**config.mk**
```make
export PLATFORM = sky130hd
export DESIGN_NAME = pdsort_cell
export DESIGN_NICKNAME = d
export VERILOG_FILES = /design/src/assert_macros.svh /design/src/pdsort_pkg.sv /design/src/pdsort_cell.sv
export SDC_FILE = /design/constraint.sdc
export NUM_CORES = 1
export LEC_CHECK = 0
export BUFFER_PORTS_ARGS = -buffer_cell sky130_fd_sc_hd__buf_2
export CORE_MARGIN = 1
export CORE_UTILIZATION = 30
export CTS_BUF_LIST = sky130_fd_sc_hd__clkbuf_2
export DETAILED_ROUTE_END_ITERATION = 8
export PLACE_DENSITY = 0.73
export SETUP_SLACK_MARGIN = 0.2
export SYNTH_ARGS = -nofsm -noshare
export SYNTH_HDL_FRONTEND = slang
export SYNTH_SLANG_ARGS = --single-unit
```
**constraint.sdc**
```tcl
create_clock -name clock -period 3.17 [get_ports clock]
set_input_delay 0.1585 -clock clock [delete_from_list [all_inputs] [get_ports clock]]
set_output_delay 0.1585 -clock clock [all_outputs]
set_load 0.01 [all_outputs]
```
**src/assert_macros.svh**
```systemverilog
// Assertion macros used by the depth sort top level.
`ifndef ASSERT_MACROS_SVH
`define ASSERT_MACROS_SVH

// Clocked assertion that is switched off while reset is high.
`define ASSERT_CLK(lbl, clk, rst, prop) \
   lbl: assert property (@(posedge clk) disable iff (rst) (prop)) \
      else $error("depth sort assertion failed");

// Clocked assertion that also holds during reset.
`define ASSERT_ALWAYS(lbl, clk, prop) \
   lbl: assert property (@(posedge clk) (prop)) \
      else $error("depth sort assertion failed");

`endif

```
**src/pdsort_pkg.sv**
```systemverilog
// Package with the shared types and constants of the polygon depth sort.
package pdsort_pkg;

   // Width of an arrival index, fixed by the result word.
   localparam int INDEX_WIDTH = 6;

   // Control that the top level broadcasts to every cell of the row.
   typedef struct packed {
      logic load;    // insert the broadcast polygon into the sorted row
      logic drain;   // shift the row one place toward cell zero
   } cell_ctrl_type;

   typedef enum logic [0:0] {
      ST_LOAD = 1'b0,
      ST_EMIT = 1'b1
   } sort_state_type;

endpackage

```
**src/pdsort_cell.sv**
```systemverilog
// One cell of the systolic insertion row: holds one polygon of the sorted set.
module pdsort_cell
   import pdsort_pkg::*;
#(
   parameter int KEY_WIDTH = 18
) (
   input  logic                          clock,
   input  logic                          reset,
   input  cell_ctrl_type                 ctrl,
   input  logic signed [KEY_WIDTH-1:0]   new_key,
   input  logic [INDEX_WIDTH-1:0]        new_index,
   input  logic                          new_en,
   input  logic signed [KEY_WIDTH-1:0]   prev_key,
   input  logic [INDEX_WIDTH-1:0]        prev_index,
   input  logic                          prev_en,
   input  logic                          prev_occ,
   input  logic                          prev_gt,
   input  logic signed [KEY_WIDTH-1:0]   next_key,
   input  logic [INDEX_WIDTH-1:0]        next_index,
   input  logic                          next_en,
   input  logic                          next_occ,
   output logic signed [KEY_WIDTH-1:0]   key,
   output logic [INDEX_WIDTH-1:0]        index,
   output logic                          en,
   output logic                          occ,
   output logic                          gt
);

   logic signed [KEY_WIDTH-1:0] key_ff, key_in;
   logic [INDEX_WIDTH-1:0]      index_ff, index_in;
   logic                        en_ff, en_in;
   logic                        occ_ff, occ_in;

   // The stored polygon sorts after the new one. Enabled polygons come first
   // in key order; disabled ones follow in arrival order, so a new polygon
   // never passes an equal or disabled one that arrived earlier.
   assign gt = occ_ff && new_en && (!en_ff || (key_ff > new_key));

   always_comb begin
      key_in   = key_ff;
      index_in = index_ff;
      en_in    = en_ff;
      occ_in   = occ_ff;
      if (ctrl.drain) begin
         key_in   = next_key;
         index_in = next_index;
         en_in    = next_en;
         occ_in   = next_occ;
      end else if (ctrl.load) begin
         if (prev_gt) begin
            key_in   = prev_key;
            index_in = prev_index;
            en_in    = prev_en;
            occ_in   = prev_occ;
         end else if (gt || (!occ_ff && prev_occ)) begin
            key_in   = new_key;
            index_in = new_index;
            en_in    = new_en;
            occ_in   = 1'b1;
         end
      end
   end

   always_ff @(posedge clock) begin
      key_ff   <= key_in;
      index_ff <= index_in;
      en_ff    <= en_in;
      if (reset) begin
         occ_ff <= 1'b0;
      end else begin
         occ_ff <= occ_in;
      end
   end

   assign key   = key_ff;
   assign index = index_ff;
   assign en    = en_ff;
   assign occ   = occ_ff;

endmodule

```
# Yosys cells after proc, flatten, opt, wreduce, memory -nomap -nowiden
# Cells that the tools add are included.
[op_classes]
reduce_logical = 10
magnitude_cmp = 1
muxes = 16
[op_table]
columns = ["operator", "n"]
rows = [
  ["two-way mux 18 bit", 4],
  ["two-way mux 6 bit", 4],
  ["greater-than comparator 18 bit", 1],
  ["two-way mux 1 bit", 8],
  ["logical AND 1 bit", 3],
  ["nonzero test 3 bit", 1],
  ["logical NOT 1 bit", 2],
  ["logical OR 1 bit", 2],
  ["AND reduction 2 bit", 1],
  ["nonzero test 2 bit", 1],
]
[word_totals]
inputBits = 82
elab_cells = 31
output_inout_bits = 27
ff_bits = 26

# Longest topological paths before layout
# Gate-level depths: netlist (run 1).
[depth]
ltp_word = 8
depth_mapped = 7
mapped_depth_nobuf = 7

# Worst setup path before layout (run 1)
# OpenSTA, ideal clock, no wires.
[synth_timing]
path_kind = "register to register"
from = "register key_ff[17] (netlist: key[17])"
to = "register en_ff (netlist: en), enable pin"
setup_slack_ns = 0.124
period_less_slack_ns = 3.046
path_stages_with_launch = 7
setup_time_ns = 0.410
t_required_ns = 2.760
t_arrival_ns = 2.636
n_path_buf = 0
path_cell_list = "edfxtp_1 ha_1 nand4_1 nor3_2 nand4_1 o211a_1 o31ai_2"
[synth_between]
elab_chain_cells = 6
[synth_lines]
columns = ["item", "line", "source"]
rows = [
  ["start: declaration", "pdsort_cell.sv:29", "logic signed [KEY_WIDTH-1:0] key_ff, key_in;"],
  ["start signal: assignment", "pdsort_cell.sv:65", "key_ff <= key_in;"],
  ["greater-than comparator 18 bit", "pdsort_cell.sv:37", "assign gt = occ_ff && new_en && (!en_ff || (key_ff > new_key));"],
  ["logical OR 1 bit", "pdsort_cell.sv:37", ""],
  ["logical AND 1 bit", "pdsort_cell.sv:37", ""],
  ["logical OR 1 bit", "pdsort_cell.sv:55", "end else if (gt || (!occ_ff && prev_occ)) begin"],
  ["nonzero test 3 bit (no source line)", "-", ""],
  ["AND reduction 2 bit (no source line)", "-", ""],
  ["end signal: assignment", "pdsort_cell.sv:67", "en_ff <= en_in;"],
  ["end: declaration", "pdsort_cell.sv:31", "logic en_ff, en_in;"],
]
# No other way between the ends.
# A chain may end at the register's enable or synchronous reset.

# Worst setup path in the final report (run 1)
[layout_timing]
from = "register key_ff[15] (netlist: key[15])"
to = "output gt"
[layout_between]
elab_chain_cells = 3
[layout_lines]
columns = ["item", "line", "source"]
rows = [
  ["greater-than comparator 18 bit", "pdsort_cell.sv:37", ""],
  ["logical OR 1 bit", "pdsort_cell.sv:37", ""],
  ["logical AND 1 bit", "pdsort_cell.sv:37", ""],
  ["end: declaration", "pdsort_cell.sv:26", "output logic gt"],
]
# No other way between the ends.

==> results.json, run 1 <==
{
  "p_per_area_nw_per_um2": 361,
  "finClkSkew_ns": 0.0106,
  "crit_path_start_kind": "register",
  "post_cts_resized": 0,
  "h-tree-depth": 1,
  "dp_hpwl_um": 3640,
  "worst-path-max-fanout": 2,
  "synth-seq-cells": 26,
  "grt_first_pass_wirelength_um": 7190,
  "dieArea_um2": 6330,
  "internal_power_mw": 0.646,
  "clk_latency_ns": 0.36,
  "core_area_um2": 5640,
  "drv_slew": 0,
  "antenna_found_initial": 0,
  "worstHoldPathType": "in -> reg",
  "syn_nets": 288,
  "finalCritPeriodShare": 0.789,
  "fin_nets": 396,
  "yosys.area_share.simple": 0.0964,
  "synth_area_leaders": "edfxtp_1 (42%), mux2i_1 (14%), ha_1 (12%), o21ai_0 (7.5%), nand2_1 (6.7%)",
  "critPathArrivalTime_ns": 2.34,
  "outcome": "finished clean",
  "drt.antenna.violating_nets": 0,
  "start_util": 0.320,
  "cts_buffer_depth": 2,
  "synth-adder-area-share": 0.125,
  "portBuffers": 108,
  "ir_drop_mv": 0.233,
  "num_rows": 27,
  "viasPerCell": 4.65,
  "drt_iter0_drc": 36,
  "drc": 0,
  "synth_xor_area_frac": 0,
  "r2r_slack_ns": 0.85,
  "min_from": "next_key[5]",
  "wl_um": 4580,
  "hold-path-cell-count": 3,
  "syn_inst": 188,
  "cp-startpoint": "key[15]",
  "criticalPathCategory": "reg -> out",
  "slowest_stage": "edfxtp_1",
  "ys_seq_area_frac": 0.427,
  "final_area_um2": 2490,
  "root_buffer": "clkbuf_2",
  "worstSetupEndpointType": "primary output",
  "die_height_um": 79.6,
  "finalSetupTns_ns": 0,
  "reg2reg_depth": 7,
  "postPlaceCellArea_um2": 2420,
  "worst_r2r_startpoint": "key[17]",
  "fin_util": 0.441,
  "worstMarginPinSlew_ns": 0.785,
  "p_leak_nw": 1.31,
  "clock-sinks": 26,
  "n_antenna_cell": 0,
  "area.growth.synth_to_final_pct": 37.8,
  "hold_violations": 0,
  "synth.mux.area_fraction": 0.139,
  "synth_cell_type_count": 23,
  "fmax_ghz": 0.400,
  "yosysTopAreaCellShare": 0.416,
  "tritoncts": "yes",
  "critPathMaxStageDelay_ns": 0.44,
  "path_clk_slew_ns": 0.25,
  "first_global_vias": 1617,
  "firstDrtPassIters": 4,
  "io_pins": 109,
  "cp_cell_sequence": "ha_1 -> a21o_1 -> a2111oi_0 -> o21a_1 -> o211a_1 -> nor2_1 -> buf_2",
  "period_minus_slack_ns": 2.50,
  "setup_viol": 0,
  "rsz0062_at_grt": "false",
  "slew_headroom": 0.477,
  "p_sw_frac": 0.280,
  "chipWidth_um": 79.6,
  "clkPwrFrac": 0.234,
  "gp_congestion": 0.730,
  "synth_compound_area_frac": 0.146,
  "cts_setup_buffers": 0,
  "power.switching_mw": 0.251,
  "cap_viol_max_count": 0,
  "p_comb_frac": 0.280,
  "layout_commonest_cell": "buf_2",
  "synth_top_area_cell": "edfxtp_1",
  "synth_top_family_by_area": "compound AO/OA/AOI/OAI gates",
  "grt_use_total": 0.148,
  "drive_gt1_frac": 0.393,
  "required_ns": 3.01,
  "synth_flop_cell": "edfxtp_1",
  "async_reset_ff_frac": 0,
  "wl_per_cell_um": 12.5,
  "p_seq_frac": 0.485,
  "synth-edff-count": 25,
  "ys_warn_count": 0,
  "synth_area_um2": 1800,
  "synth_area_per_cell_um2": 9.60,
  "cts_made_buffers": 3,
  "vias": 1706,
  "grt_overflow_total": 0,
  "grt_max_degree": 54,
  "final_cell_mix": "buf_2 (108), nand2_1 (32), o21ai_0 (27), mux2i_1 (25), edfxtp_1 (25)"
}
## routing by layer
layer,vias to the layer above,share of wire,GRT usage
met3,8,0.073,0.0354
met5,-,0,0
met1,745,0.43,0.174
met4,0,0.024,0.0600
met2,71,0.47,0.256
li1,882,-,-
## cell type report
| cell class | instances | area [µm²] |
|---|---|---|
| Clock buffer | 3 | 15.0 |
| Timing Repair Buffer | 112 | 576 |
| Fill cell | 580 | 3160 |
| Sequential cell | 26 | 771 |
| Multi-Input combinational cell | 131 | 922 |
| Tap cell | 72 | 90.1 |
| Inverter | 22 | 82.6 |
| Clock inverter | 1 | 30.0 |
## repair_timing
action | 4_1_cts | 5_1_grt
hold buffers | 2 | 0
endpoints found under the setup margin | 0 | 0
hold endpoints to repair | 1 | 0
## synth_stat cells, types with 2 or more instances
cell and number:
ha_1 18, o21a_1 2, clkbuf_1 6, nand2_1 32, o21ai_0 27, nor2_1 4
mux2i_1 25, buf_2 3, nand4_1 3, edfxtp_1 25, inv_1 22, a21o_1 2
a21oi_1 9
## power by group through the flow
stage | Clock, mW | Combinational [mW] | Sequential [mW]
final | 0.210 | 0.252 | 0.435
after global placement | 0 | 0.248 | 0.441
after detailed placement | 0 | 0.252 | 0.444
after CTS | 0.219 | 0.255 | 0.436
after floorplan | 0 | 0.117 | 0.460
after global routing | 0.230 | 0.286 | 0.440
## cell families after synthesis
group	Yosys count
DFF	26
muxes	25
AOI/OAI and AO/OA	46
and+or+nand+nor	42
adders and majority gates	18
buffers and inverters	31
## path summary, 6_finish.rpt
check | end
max | gt
min reg2reg | key[17]
min | key[5]
max reg2reg | key[9]
## stage by stage
step / power, mW / setup WS, ns / hold WS [ns] / instances
after floorplan: 0.577 / 0.569 / 0.231 / 188
after global placement: 0.690 / 0.936 / 0.318 / 361
after detailed placement: 0.696 / 0.870 / 0.321 / 361
after CTS: 0.911 / 0.620 / 0.0249 / 367
after global routing: 0.956 / 0.406 / 0.0222 / 367
final: 0.897 / 0.668 / 0.0529 / 367
## critical path, delay by kind of cell (launching register included)
family	cells	cell delay, ns
AOI/OAI and AO/OA	4	0.99
DFF	1	0.44
adders and majority gates	1	0.30
buffers and inverters	1	0.17
and+or+nand+nor	1	0.09
## sequential cells by signal, summed over array words and instances (netlist names)
| register | cells |
|---|---|
| index | 6 |
| occ | 1 |
| en | 1 |
| key | 18 |
(Power assumes the default switching activity.)
==> run 2, diff against run 1 <==
--- a/config.mk
+++ b/config.mk
@@ -5,12 +5,13 @@
 export SDC_FILE = /design/constraint.sdc
 export NUM_CORES = 1
 export LEC_CHECK = 0
+export ABC_AREA = 1
 export BUFFER_PORTS_ARGS = -buffer_cell sky130_fd_sc_hd__buf_2
 export CORE_MARGIN = 1
 export CORE_UTILIZATION = 30
 export CTS_BUF_LIST = sky130_fd_sc_hd__clkbuf_2
 export DETAILED_ROUTE_END_ITERATION = 8
-export PLACE_DENSITY = 0.73
+export PLACE_DENSITY = 0.7
 export SETUP_SLACK_MARGIN = 0.2
 export SYNTH_ARGS = -nofsm -noshare
 export SYNTH_HDL_FRONTEND = slang
==> constraint.sdc (replaced) <==
create_clock -name clock -period 2.5 [get_ports clock]
set_input_delay 0.125 -clock clock [delete_from_list [all_inputs] [get_ports clock]]
set_output_delay 0.125 -clock clock [all_outputs]
set_load 0.01 [all_outputs]
==> results.json, run 2 <==
{
  "outcome": "finished clean",
  "tritoncts": "yes",
  "hold_violations": 0,
  "grt_overflow_total": 0,
  "ys_warn_count": 0,
  "criticalPathCategory": "reg -> reg",
  "core_area_um2": 5990,
  "whs_ns": 0.0638,
  "required_ns": 2.62,
  "grt_use_total": 0.169,
  "wl_per_cell_um": 12.7,
  "ys_seq_area_frac": 0.410,
  "area.growth.synth_to_final_pct": 42.5,
  "worstSetupEndpointType": "register",
  "synth_top_area_cell": "edfxtp_1",
  "gp_congestion": 0.800,
  "yosysTopAreaCellShare": 0.399,
  "viasPerCell": 4.73,
  "synth_common_cells": "nand2_1 (60), a21oi_1 (54), inv_1 (31), nor2_1 (31), edfxtp_1 (25)",
  "p_per_area_nw_per_um2": 458,
  "start_util": 0.314,
  "synth-edff-count": 25,
  "clock-sinks": 26,
  "num_rows": 28,
  "ir_drop_mv": 0.221,
  "synthMostInstantiatedCell": "nand2_1",
  "dieArea_um2": 6590,
  "finClkSkew_ns": 0.00401,
  "p_leak_nw": 1.38,
  "synth_cell_type_count": 20,
  "drv_slew": 0,
  "grt_max_degree": 27,
  "cp_cell_sequence": "ha_4 -> nand2_2 -> nor2_4 -> nand3_2 -> nor2_2 -> nor2_2 -> nand3_1 -> nand3_1 -> nand2_1 -> nand2_2 -> nand2_1 -> nand2_2 -> clkinvlp_4 -> buf_6",
  "drt_iter0_drc": 51,
  "synth_xor_area_frac": 0,
  "h-tree-depth": 1,
  "synth-adder-area-share": 0.120,
  "synth_flop_cell": "edfxtp_1",
  "synth_area_per_cell_um2": 7.50,
  "antenna_found_initial": 0,
  "cts_made_buffers": 3,
  "clk_latency_ns": 0.36,
  "final_cell_mix": "buf_2 (108), nand2_1 (57), a21oi_1 (54), inv_1 (30), nor2_1 (29)",
  "synth-seq-cells": 26,
  "syn_nets": 351,
  "crit_top_cell": "nand2_2",
  "worst-path-max-fanout": 15,
  "p_total_mw": 1.23,
  "synth_area_um2": 1880,
  "cap_viol_max_count": 0,
  "worstHoldPathType": "in -> reg",
  "slowest_stage": "edfxtp_1",
  "firstDrtPassIters": 4,
  "fmax_ghz": 0.456,
  "postPlaceCellArea_um2": 2510,
  "synth_compound_area_frac": 0.158,
  "path_clk_slew_ns": 0.27,
  "syn_inst": 251,
  "dp_hpwl_um": 4230,
  "drc": 0,
  "critPathArrivalTime_ns": 2.31,
  "largest_reg_flops": 18,
  "drive_gt1_frac": 0.392,
  "finalCritPeriodShare": 0.878,
  "yosys.area_share.simple": 0.221,
  "cts_buffer_depth": 2,
  "crit_path_start_kind": "register",
  "fin_nets": 461,
  "root_buffer": "clkbuf_2",
  "die_height_um": 81.2,
  "async_reset_ff_frac": 0,
  "synth.mux.area_fraction": 0,
  "rsz0062_at_grt": "true",
  "wl_um": 5510,
  "drt.antenna.violating_nets": 0,
  "finalSetupTns_ns": 0,
  "first_global_vias": 1989,
  "fin_util": 0.448,
  "io_pins": 109,
  "critPathMaxStageDelay_ns": 0.49,
  "vias": 2059,
  "period_minus_slack_ns": 2.19,
  "final_area_um2": 2680,
  "synth_top_family_by_area": "simple AND/OR/NAND/NOR gates",
  "worstMarginPinSlew_ns": 0.472,
  "grt_first_pass_wirelength_um": 8590,
  "synth_area_leaders": "edfxtp_1 (40%), a21oi_1 (14%), ha_1 (12%), nand2_1 (12%), inv_1 (6.2%)",
  "chipWidth_um": 81.2,
  "n_antenna_cell": 0,
  "slew_headroom": 0.685,
  "portBuffers": 108,
  "layout_commonest_cell": "buf_2",
  "setup_viol": 0
}
run 2: changes by cell type after synthesis, moves of 2 or more:
cell,change
a21oi_1,+45
clkinv_1,+2
inv_1,+9
inv_2,+2
mux2i_1,-25
nand2_1,+28
nand2_2,+3
nand3_1,+3
nand4_1,-3
nor2_1,+27
nor2_2,+4
o21a_1,-2
o21ai_0,-26
run 2: repair_timing:
item                       CTS  global route
hold buffers                 1             0
setup endpoints to repair   16            26
setup buffers                0             2
pin swaps                    1             5
hold endpoints to repair     1             0
gates resized for setup      1            15
run 2: report_power, final:
part / switching (mW) / leakage, nW / internal [mW]
registers: 0.0251 / 0.256 / 0.534
clock network: 0.136 / 0.0266 / 0.138
logic: 0.217 / 1.10 / 0.179
total: 0.378 / 1.38 / 0.851
run 2: cell type report:
class | count | area, µm²
Clock buffer | 3 | 15.0
Clock inverter | 1 | 30.0
Fill cell | 599 | 3310
Inverter | 35 | 135
Multi-Input combinational cell | 180 | 1030
Sequential cell | 26 | 771
Tap cell | 75 | 93.8
Timing Repair Buffer | 115 | 607
run 2: layer usage:
layer,share of wire,GRT usage
met1,0.43,0.200
met2,0.51,0.304
met3,0.047,0.0258
met4,0.012,0.0643
met5,0,0
run 2: kinds of logic after synthesis:
kind of cell    count (synthesis)
fa+ha+maj                      18
compound gates                 58
flops                          26
simple gates                  104
buf+inv                        45
run 2: worst paths after layout:
check	from	cells after the start	endpoint	slack (ns)
worst max-delay path	key[9]	14	key[13]	0.31
worst min-delay path	next_key[10]	3	key[10]	0.06
worst max register to register	key[9]	14	key[13]	0.31
worst min register to register	occ	4	occ	0.61
run 2: metrics by stage:
| stage | setup slack (ns) | std cells |
|---|---|---|
| 2_1_floorplan | 0.209 | 251 |
| 3_3_place_gp | 0.297 | 428 |
| 3_5_place_dp | 0.226 | 428 |
| 4_1_cts | 0.218 | 433 |
| 5_1_grt | 0.0877 | 435 |
| 6_report | 0.306 | 435 |
run 2: worst max-delay path, delay by kind of cell, from the launching register on:
family | cells | cell delay, ns
buffers and inverters | 2 | 0.28
and+or+nand+nor | 11 | 0.86
adders and majority gates | 1 | 0.30
DFF | 1 | 0.49
==> run 3, diff against run 2 <==
--- a/config.mk
+++ b/config.mk
@@ -7,11 +7,12 @@
 export LEC_CHECK = 0
 export ABC_AREA = 1
 export BUFFER_PORTS_ARGS = -buffer_cell sky130_fd_sc_hd__buf_2
-export CORE_MARGIN = 1
+export CORE_MARGIN = 2
 export CORE_UTILIZATION = 30
 export CTS_BUF_LIST = sky130_fd_sc_hd__clkbuf_2
 export DETAILED_ROUTE_END_ITERATION = 8
 export PLACE_DENSITY = 0.7
+export RECOVER_POWER = 100
 export SETUP_SLACK_MARGIN = 0.2
 export SYNTH_ARGS = -nofsm -noshare
 export SYNTH_HDL_FRONTEND = slang
==> results.json, run 3 (synthesis gave the netlist of run 2 again) <==
{
  "tritoncts": "yes",
  "grt_overflow_total": 0,
  "crit_path_start_kind": "register",
  "dieArea_um2": 6920,
  "fmax_ghz": 0.454,
  "crit_top_cell": "nand2_1",
  "p_total_mw": 1.19,
  "critPathMaxStageDelay_ns": 0.46,
  "ir_drop_mv": 0.226,
  "worst_r2r_startpoint": "key[3]",
  "layout_commonest_cell": "buf_2",
  "outcome": "finished clean",
  "hold_violations": 0,
  "setup_viol": 0,
  "slowest_stage": "edfxtp_1",
  "cp_cell_sequence": "ha_1 -> nand2_1 -> nor2_1 -> nand3_2 -> nor2_4 -> nor2_2 -> nand3_1 -> nand3_1 -> nand2_1 -> nand2_1 -> nand2_1 -> nand2_2 -> clkinvlp_4 -> buf_6",
  "criticalPathCategory": "reg -> reg",
  "worstMarginPinSlew_ns": 1.34,
  "root_buffer": "clkbuf_2",
  "finClkSkew_ns": 0.0120,
  "whs_endpoint": "en",
  "firstDrtPassIters": 4,
  "grt_first_pass_wirelength_um": 8870,
  "p_leak_nw": 1.30,
  "slew_headroom": 0.107,
  "reg2reg_depth": 14,
  "gp_congestion": 0.785,
  "num_rows": 28,
  "first_global_vias": 2040,
  "die_height_um": 83.2,
  "drive_gt1_frac": 0.291,
  "critPathArrivalTime_ns": 2.30,
  "vias": 2017,
  "period_minus_slack_ns": 2.20,
  "path_clk_slew_ns": 0.26,
  "wl_um": 5410,
  "worstHoldPathType": "in -> reg",
  "h-tree-depth": 1,
  "cap_viol_max_count": 0,
  "wl_per_cell_um": 12.5,
  "required_ns": 2.60,
  "p_per_area_nw_per_um2": 462,
  "dp_slack_ns": 0.252,
  "cts_buffer_depth": 2,
  "area.growth.synth_to_final_pct": 37.1,
  "cts_made_buffers": 3,
  "antenna_found_initial": 0,
  "start_util": 0.314,
  "chipWidth_um": 83.2,
  "r2r_end": "key[9]",
  "final_cell_mix": "buf_2 (81), nand2_1 (59), a21oi_1 (54), inv_1 (31), nor2_1 (30)",
  "n_antenna_cell": 0,
  "hold-path-cell-count": 3,
  "drv_slew": 0,
  "core_area_um2": 5990,
  "drc": 0,
  "rsz0062_at_grt": "true",
  "dp_hpwl_um": 4280,
  "grt_use_total": 0.153,
  "drt_iter0_drc": 60,
  "clk_latency_ns": 0.35,
  "finalSetupTns_ns": 0,
  "portBuffers": 108,
  "finalCritPeriodShare": 0.881,
  "worst_slack_ns": 0.297,
  "min_from": "next_en",
  "worstSetupEndpointType": "register",
  "worst-path-max-fanout": 15,
  "clock-sinks": 26,
  "fin_nets": 459,
  "viasPerCell": 4.66,
  "io_pins": 109,
  "grt_max_degree": 30,
  "largest_reg_flops": 18,
  "r2r_slack_ns": 0.30,
  "drt.antenna.violating_nets": 0
}
==> run 3: worst max-delay path: cells and delay by family (launching register included) <==
kind | cells | cell delay [ns]
DFF | 1 | 0.46
buffers and inverters | 2 | 0.27
and+or+nand+nor | 11 | 0.90
adders and majority gates | 1 | 0.31
==> run 3: repair_timing <==
action	CTS	global route
hold endpoints to repair	1	0
gates resized for setup	1	9
pin swaps	0	2
setup buffers	0	1
setup endpoints to repair	3	26
hold buffers	1	0
==> run 3: where the power goes <==
group / total [mW] / switching (mW) / internal, mW
Sequential: 0.557 / 0.0232 / 0.534
Combinational: 0.367 / 0.212 / 0.155
Clock: 0.266 / 0.129 / 0.138
Total: 1.19 / 0.364 / 0.827
==> run 3: metrics by stage <==
| stage | utilization | area, µm² | cells | hold WS, ns |
|---|---|---|---|---|
| 3_5_place_dp | 0.418 | 2500 | 427 | 0.385 |
| 2_1_floorplan | - | 1890 | 251 | 0.283 |
| 4_1_cts | 0.429 | 2570 | 432 | 0.0367 |
| 3_3_place_gp | 0.418 | 2500 | 427 | 0.378 |
| 5_1_grt | 0.431 | 2580 | 433 | 0.00955 |
| 6_report | 0.431 | 2580 | 433 | 0.0682 |
==> run 3: layout make-up <==
cell class                      count  area, µm²
Clock buffer                        3       15.0
Clock inverter                      1       30.0
Fill cell                         637       3410
Inverter                           35        135
Multi-Input combinational cell    180        977
Sequential cell                    26        771
Tap cell                           75       93.8
Timing Repair Buffer              113        558
==> run 3: worst max-delay path by stage <==
stage / startpoint / endpoint / slack (ns)
after CTS: key[17] / gt / 0.23
after detailed placement: key[17] / key[9] / 0.25
after floorplan: key[17] / en / 0.21
after global placement: key[9] / key[8] / 0.33
final: key[3] / key[9] / 0.30
after global routing: key[17] / gt / 0.06
==> run 3: metal layers <==
layer	GRT usage	share of wire	up-vias
li1	-	-	1030
met1	0.166	0.41	913
met2	0.301	0.53	66
met3	0.0239	0.041	8
met4	0.0417	0.015	0
met5	0	0	-
